## src/sv/ilist_pkg.sv

```systemverilog
// ----------------------------------------------------------------------------
// Indexed list package
// Sizes, codes and the command/status bundles shared by the list engine's
// controller, its datapath and the top level.
// ----------------------------------------------------------------------------
package ilist_pkg;

   // list storage
   localparam int CAPACITY    = 128;
   localparam int ADDR_W      = $clog2(CAPACITY);
   localparam int CNT_W       = $clog2(CAPACITY + 1);

   // beat field widths
   localparam int POS_W       = 8;
   localparam int VALUE_W     = 32;
   localparam int FOUND_W     = 7;
   localparam int COUNT_OUT_W = 8;

   // width for comparing a position with the count
   localparam int CMP_W       = (POS_W > CNT_W) ? POS_W : CNT_W;

   typedef enum logic [1:0] {
      OP_INSERT = 2'd0,
      OP_DELETE = 2'd1,
      OP_SEARCH = 2'd2
   } op_type;

   typedef enum logic [1:0] {
      ST_OK      = 2'd0,
      ST_FULL    = 2'd1,
      ST_BADPOS  = 2'd2,
      ST_MISSING = 2'd3
   } status_type;

   // memory read address source
   typedef enum logic [1:0] {
      RD_BELOW = 2'd0,
      RD_ABOVE = 2'd1,
      RD_AT    = 2'd2
   } rd_sel_type;

   // index counter start value
   typedef enum logic [1:0] {
      IDX_COUNT = 2'd0,
      IDX_POS   = 2'd1,
      IDX_ZERO  = 2'd2
   } idx_sel_type;

   typedef struct packed {
      logic        load_req;
      logic        idx_load;
      idx_sel_type idx_sel;
      logic        idx_inc;
      logic        idx_dec;
      rd_sel_type  rd_sel;
      logic        shift_wr;
      logic        final_wr;
      logic        cnt_inc;
      logic        cnt_dec;
      logic        res_set;
      status_type  res_status;
      logic        res_found;
      logic        rsp_load;
   } cmd_type;

   typedef struct packed {
      op_type           op;
      logic             full;
      logic             pos_gt_count;
      logic             pos_ge_count;
      logic             idx_eq_pos;
      logic             idx_last;
      logic             idx_end;
      logic             match;
      logic             rsp_free;
      logic [CNT_W-1:0] count;
   } sts_type;

endpackage

```

## src/sv/ilist_ctrl.sv

```systemverilog
// ----------------------------------------------------------------------------
// Indexed list controller
// Sequences one command at a time: checks, shift walk or search walk,
// then hands the result to the output register.
// ----------------------------------------------------------------------------
module ilist_ctrl (
   input  logic               clock,
   input  logic               reset,
   input  logic               req_valid,
   output logic               req_stall,
   input  ilist_pkg::sts_type sts,
   output ilist_pkg::cmd_type cmd
);

   typedef enum logic [8:0] {
      S_IDLE   = 9'b000000001,
      S_DECIDE = 9'b000000010,
      S_UP_RD  = 9'b000000100,
      S_UP_WR  = 9'b000001000,
      S_DN_RD  = 9'b000010000,
      S_DN_WR  = 9'b000100000,
      S_SR_RD  = 9'b001000000,
      S_SR_CMP = 9'b010000000,
      S_FINISH = 9'b100000000
   } state_type;

   state_type state_ff, state_in;

   // next state and commands
   always_comb begin
      state_in = state_ff;
      cmd      = '0;
      unique case (state_ff)
         S_IDLE: begin
            if (req_valid) begin
               cmd.load_req = 1'b1;
               state_in     = S_DECIDE;
            end
         end
         S_DECIDE: begin
            unique case (sts.op)
               ilist_pkg::OP_INSERT: begin
                  if (sts.full) begin
                     cmd.res_set    = 1'b1;
                     cmd.res_status = ilist_pkg::ST_FULL;
                     state_in       = S_FINISH;
                  end else if (sts.pos_gt_count) begin
                     cmd.res_set    = 1'b1;
                     cmd.res_status = ilist_pkg::ST_BADPOS;
                     state_in       = S_FINISH;
                  end else begin
                     cmd.idx_load = 1'b1;
                     cmd.idx_sel  = ilist_pkg::IDX_COUNT;
                     state_in     = S_UP_RD;
                  end
               end
               ilist_pkg::OP_DELETE: begin
                  if (sts.pos_ge_count) begin
                     cmd.res_set    = 1'b1;
                     cmd.res_status = ilist_pkg::ST_BADPOS;
                     state_in       = S_FINISH;
                  end else begin
                     cmd.idx_load = 1'b1;
                     cmd.idx_sel  = ilist_pkg::IDX_POS;
                     state_in     = S_DN_RD;
                  end
               end
               ilist_pkg::OP_SEARCH: begin
                  cmd.idx_load = 1'b1;
                  cmd.idx_sel  = ilist_pkg::IDX_ZERO;
                  state_in     = S_SR_RD;
               end
               default: begin
                  // unused opcode: no change, plain ok
                  cmd.res_set    = 1'b1;
                  cmd.res_status = ilist_pkg::ST_OK;
                  state_in       = S_FINISH;
               end
            endcase
         end
         // insert: move entries up from the top down to the position
         S_UP_RD: begin
            if (sts.idx_eq_pos) begin
               cmd.final_wr   = 1'b1;
               cmd.cnt_inc    = 1'b1;
               cmd.res_set    = 1'b1;
               cmd.res_status = ilist_pkg::ST_OK;
               state_in       = S_FINISH;
            end else begin
               cmd.rd_sel = ilist_pkg::RD_BELOW;
               state_in   = S_UP_WR;
            end
         end
         S_UP_WR: begin
            cmd.shift_wr = 1'b1;
            cmd.idx_dec  = 1'b1;
            state_in     = S_UP_RD;
         end
         // delete: move entries down from the position to the top
         S_DN_RD: begin
            if (sts.idx_last) begin
               cmd.cnt_dec    = 1'b1;
               cmd.res_set    = 1'b1;
               cmd.res_status = ilist_pkg::ST_OK;
               state_in       = S_FINISH;
            end else begin
               cmd.rd_sel = ilist_pkg::RD_ABOVE;
               state_in   = S_DN_WR;
            end
         end
         S_DN_WR: begin
            cmd.shift_wr = 1'b1;
            cmd.idx_inc  = 1'b1;
            state_in     = S_DN_RD;
         end
         // search: read, then compare, lowest position first
         S_SR_RD: begin
            if (sts.idx_end) begin
               cmd.res_set    = 1'b1;
               cmd.res_status = ilist_pkg::ST_MISSING;
               state_in       = S_FINISH;
            end else begin
               cmd.rd_sel = ilist_pkg::RD_AT;
               state_in   = S_SR_CMP;
            end
         end
         S_SR_CMP: begin
            if (sts.match) begin
               cmd.res_set    = 1'b1;
               cmd.res_status = ilist_pkg::ST_OK;
               cmd.res_found  = 1'b1;
               state_in       = S_FINISH;
            end else begin
               cmd.idx_inc = 1'b1;
               state_in    = S_SR_RD;
            end
         end
         S_FINISH: begin
            if (sts.rsp_free) begin
               cmd.rsp_load = 1'b1;
               state_in     = S_IDLE;
            end
         end
         default: begin
            state_in = S_IDLE;
         end
      endcase
   end

   always_ff @(posedge clock) begin
      if (reset) begin
         state_ff <= S_IDLE;
      end else begin
         state_ff <= state_in;
      end
   end

   assign req_stall = reset || (state_ff != S_IDLE);

endmodule

```

## config.mk

```make
export PLATFORM = sky130hd
export DESIGN_NAME = ilist_ctrl
export DESIGN_NICKNAME = d
export VERILOG_FILES = /design/src/sv/ilist_pkg.sv /design/src/sv/ilist_ctrl.sv
export SDC_FILE = /design/constraint.sdc
export NUM_CORES = 1
export LEC_CHECK = 0
export ABC_AREA = 0
export BUFFER_PORTS_ARGS = -buffer_cell sky130_fd_sc_hd__buf_2
export CAP_MARGIN = 25
export CELL_PAD_IN_SITES_DETAIL_PLACEMENT = 1
export CELL_PAD_IN_SITES_GLOBAL_PLACEMENT = 1
export CORE_UTILIZATION = 29
export CTS_CLUSTER_SIZE = 14
export DETAILED_ROUTE_END_ITERATION = 10
export MAX_ROUTING_LAYER = met4
export PLACE_DENSITY_LB_ADDON = 0.1
export SYNTH_ARGS = -nofsm -noshare
export SYNTH_HDL_FRONTEND = slang
export SYNTH_SLANG_ARGS = --single-unit
```

## constraint.sdc

```tcl
create_clock -name clock -period 1.7 [get_ports clock]
set_input_delay 0.17 -clock clock [delete_from_list [all_inputs] [get_ports clock]]
set_output_delay 0.17 -clock clock [all_outputs]
set_load 0.05 [all_outputs]
```

# After elaboration in Yosys (flattened, before gate mapping)
# Cells that the tools add are included.
[classes]
addsub = 0
mul = 0
n_div = 0
order_cmp = 0
eq_ne = 14
n_shift = 0
n_mux = 40
n_bitwise = 0
n_reduce_logical = 4
[op_table]
columns = ["cell", "count"]
rows = [
  ["2-to-1 mux 9 bit", 9],
  ["one-hot mux 9 bit (9 select lines)", 1],
  ["2-to-1 mux 3 bit", 9],
  ["one-hot mux 9 bit (3 select lines)", 1],
  ["one-hot mux 3 bit (3 select lines)", 2],
  ["one-hot mux 3 bit (5 select lines)", 1],
  ["2-to-1 mux 1 bit", 10],
  ["equality test 9 x 1 -> 1 bit, second input constant", 1],
  ["equality test 9 x 2 -> 1 bit, second input constant", 1],
  ["equality test 9 x 3 -> 1 bit, second input constant", 1],
  ["equality test 9 x 4 -> 1 bit, second input constant", 1],
  ["equality test 9 x 5 -> 1 bit, second input constant", 1],
  ["equality test 9 x 6 -> 1 bit, second input constant", 1],
  ["equality test 9 x 7 -> 1 bit, second input constant", 1],
  ["equality test 9 x 8 -> 1 bit, second input constant", 1],
  ["equality test 9 bit, second input constant", 1],
  ["!= test 9 x 1 -> 1 bit, second input constant", 1],
  ["2-to-1 mux 4 bit", 2],
  ["2-to-1 mux 2 bit", 3],
  ["!= test 2 bit, second input constant", 2],
  ["one-hot mux 2 bit (2 select lines)", 1],
  ["equality test 2 x 1 -> 1 bit, second input constant", 1],
  ["equality test 2 bit, second input constant", 1],
  ["zero test 2 bit", 1],
  ["4 further kinds", 4],
]
[totals]
ff_bits = 9
latchBits = 0
mem_bits_rw = 0
rom_bits = 0
in_bits = 21
output_inout_bits = 18
elab_cells = 59
mem_count = 0

# Longest topological paths before layout
[depth]
word_depth = 4
depth_mapped = 4
ltp_nobuf = 4

# Worst setup path before layout
# No wires, ideal clock.
[synth_path]
path_type = "register to output"
startpoint = "register state_ff[4]"
endpoint = "output port cmd[2] in the netlist's numbering"
arrival_ns = 2.437
required_time_ns = 1.530
setup_slack_ns = -0.907
path_stages_with_launch = 4
path_buffers = 0
cell_sequence = "dfxtp_1 > nor4_4 > nand3_2 > o41ai_1"
[synth_lines]
columns = ["element", "line_no", "text"]
rows = [
  ["start: declaration", "ilist_ctrl.sv:27", "state_type state_ff, state_in;"],
  ["start signal: assignment", "ilist_ctrl.sv:154", "state_ff <= state_in;"],
  ["end: declaration", "ilist_ctrl.sv:12", "output ilist_pkg::cmd_type cmd"],
]

==> flow_metrics.tcl <==
set metrics [dict create \
    status "finished with violations" \
    violations "setup timing" \
    synth_most_common_cell "nor2_1" \
    power_frac_seq 0.332 \
    largest_reg_flops 9 \
    cellLeakagePower_uw 0.0006819 \
    synth_simple_gate_area_frac 0.4448 \
    hold_viol_final 0 \
    viasPerCell 5.689 \
    r2r_end "state_ff[2]" \
    postRouteAntennaNets 0 \
    startpoint_type "flip-flop" \
    yosys_warnings 0 \
    synth-edff-count 0 \
    grt_first_pass_wirelength_um 5106 \
    clk_path_buf_depth 2 \
    cts_root_buffer "clkbuf_4" \
    dr.pass1.iters 4 \
    ios 39 \
    clk-insertion-delay-late_ps 280 \
    max_cap_viol_count 0 \
    crit_type "reg2out" \
    wl_per_cell_um 22.33 \
    cp_max_fo 4 \
    port_buffers 30 \
    instances_no_fill 193 \
    drt_wl_total_um 4309 \
    nets 187 \
    fin_tns_setup_ps -2652 \
    worstPathRequired_ps 1530 \
    finalWeightedCongestion 0.8120 \
    synth-adder-area-share 0 \
    rows 17 \
    clock.fmax_ghz 0.5019 \
    comb_power_share 0.405 \
    start_util 0.3119 \
    antenna_cells 0 \
    dpl.hpwl_um 1987 \
    clock_skew_ps 8.209 \
    synthToLayoutAreaGrowth_pct 125.4 \
    synthTopCellsByArea "dfxtp_1 26%, nor2_1 5.9%, inv_1 4.8%" \
    worstMarginPinSlew_ps 424.7 \
    slowest_stage "or3_4" \
    end_kind "output port" \
    slowest_delay_ps 440 \
    p_int_uw 440.2 \
    synth_fp_nets 118 \
    synth_top_area_frac 0.2562 \
    synth.cell_area_um2 703.2 \
    synth_cells 97 \
    die-area_um2 2626 \
    die_w_um 51.24 \
    relSlewSlack 0.7133 \
    reg_top3 "state_ff (9)" \
    grt_start_max_net_pins 9 \
    synth_top_family_by_area "simple AND/OR/NAND/NOR gates" \
    switchingPower_uw 270.2 \
    track_usage 0.2735 \
    finalCriticalPeriod_ps 1992 \
    async_flop_share 0 \
    cts_inserted_buffers 3 \
    worstHoldEndpoint "state_ff[3]" \
    clk_pin_slew_ps 70 \
    drive_above_1_share 0.7091 \
    synth.ff_latch_count 9 \
    ir_drop_mv 0.3352 \
    via_count 1098 \
    hold_buffers 0 \
    rsz0062_at_grt "true" \
    power_density_nw_per_um2 448.2 \
    drc 0 \
    clock_power_share 0.263 \
    holdPathStages 2 \
    ys.flop_type "dfxtp_1" \
    synth_xor_area_frac 0 \
    grt_pass1_vias 1090 \
    arrival_ps 1820 \
    synth_top_cell_by_area "dfxtp_1" \
    synth_compound_area_frac 0.2349 \
    finalCritPeriodShare 1.172 \
    setup_viol 16 \
    switching_share 0.3804 \
    drv_slew 0 \
    min_path_type "in2reg" \
    htreeDepth 1 \
    tritoncts "yes" \
    dp.cells 171 \
    rrSetupSlack_ps -220 \
    reg2reg_from "state_ff[7]" \
    grt_remaining_overflow 0 \
    reg2reg_depth 6 \
    synth_mux_area_frac 0 \
    synth_common_cells "11 x nor2_1, 9 x dfxtp_1, 9 x inv_1, 9 x nand2_1" \
    regMostFlops "state_ff" \
    yosysSeqAreaShare 0.2562 \
    layout_setup_ws_ps -292.4 \
    yosysUniqueCellTypes 38 \
    fp.dieH_um 51.24 \
    core_um2 2255 \
    synth_area_per_cell_um2 7.249 \
    min_from "sts[12]" \
    path_cells "nor4_4 -> nand3_2 -> or3_4 -> clkinvlp_4 -> buf_8" \
    dr.first_iter.drc_count 27 \
    cts.sinks 9 \
    fin_util 0.7031 \
    grt_antenna_before_repair 0 \
]
[cells by family (layout without fill, tap and decap cells)]
kind of cell,count (synthesis),count (layout)
buffers and inverters,11,79
flip-flops,9,9
AND/OR/NAND/NOR,54,54
AO/OA/AOI/OAI,23,23
[stage by stage]
| step | setup slack (ps) | hold slack (ps) | power (uW) | area, um2 |
|---|---|---|---|---|
| 6_report | -292.4 | 105.5 | 710.5 | 1585 |
| 5_1_grt | -316.3 | 95.30 | 739.2 | 1585 |
| 4_1_cts | -167.0 | 66.19 | 624.4 | 1320 |
| 3_5_place_dp | -133.5 | 364.0 | 404.2 | 1045 |
| 3_3_place_gp | -120.0 | 357.9 | 399.8 | 1045 |
| 2_1_floorplan | -242.1 | 246.6 | 330.0 | 735.7 |
[cell usage in the layout, fill, tap and decap left out, drive strengths merged, types with 2 or more instances in the layout]
| cell type | Yosys | routed |
|---|---|---|
| nand3 | 4 | 4 |
| clkinvlp | 0 | 2 |
| and2 | 2 | 2 |
| a21oi | 5 | 5 |
| nand2b | 2 | 2 |
| inv | 9 | 7 |
| dfxtp | 9 | 9 |
| nand3b | 2 | 2 |
| and3 | 4 | 4 |
| clkbuf | 0 | 4 |
| buf | 2 | 66 |
| nand4 | 2 | 2 |
| o311ai | 2 | 2 |
| nand2 | 9 | 9 |
| o21ai | 4 | 4 |
| nor2b | 5 | 5 |
| nor2 | 11 | 11 |
| nor3 | 5 | 5 |
| nor4 | 3 | 3 |
[worst max-delay path: cells and delay by family, from the launching register on]
kind / cells / cell delay [ps]
buf+inv: 2 / 240
simple gates: 3 / 960
flops: 1 / 350
[worst max path at each step]
stage | startpoint | endpoint | slack, ps | cells past startpoint
after global placement | state_ff[4] | cmd[13] | -120 | 5
after floorplan | state_ff[4] | cmd[2] | -240 | 3
after CTS | state_ff[7] | cmd[14] | -170 | 5
after global routing | state_ff[7] | cmd[13] | -320 | 5
after detailed placement | state_ff[4] | cmd[13] | -130 | 5
final | state_ff[7] | cmd[13] | -290 | 5
[timing repair]
| item | 4_1_cts | 5_1_grt |
|---|---|---|
| pin swaps | 10 | 9 |
| gates resized for setup | 67 | 42 |
| buffers inserted | 4 | 14 |
| setup endpoints to repair | 18 | 19 |
[cell type report]
| cell class | instances | area, um2 |
|---|---|---|
| Multi-Input combinational cell | 77 | 700.7 |
| Fill cell | 251 | 669.4 |
| Timing Repair Buffer | 66 | 585.6 |
| Sequential cell | 9 | 196.4 |
| Inverter | 9 | 41.29 |
| Tap cell | 28 | 35.03 |
| Clock buffer | 4 | 26.28 |
[power groups by stage]
stage	Clock [uW]	Sequential [uW]	Combinational [uW]
after floorplan	0	229	101
after global placement	0	230	169
after detailed placement	0	231	173
after CTS	183	232	210
after global routing	201	237	301
final	187	236	287
[layer usage]
metal  share of wire  up-vias  global-route usage
met2            0.54       47              0.4934
met5               0        -                   -
met3           0.042       12             0.06845
met4           0.028        0              0.1036
li1                -      496                   -
met1            0.38      543              0.2847
Note: power is estimated with default switching activity, not from simulation.
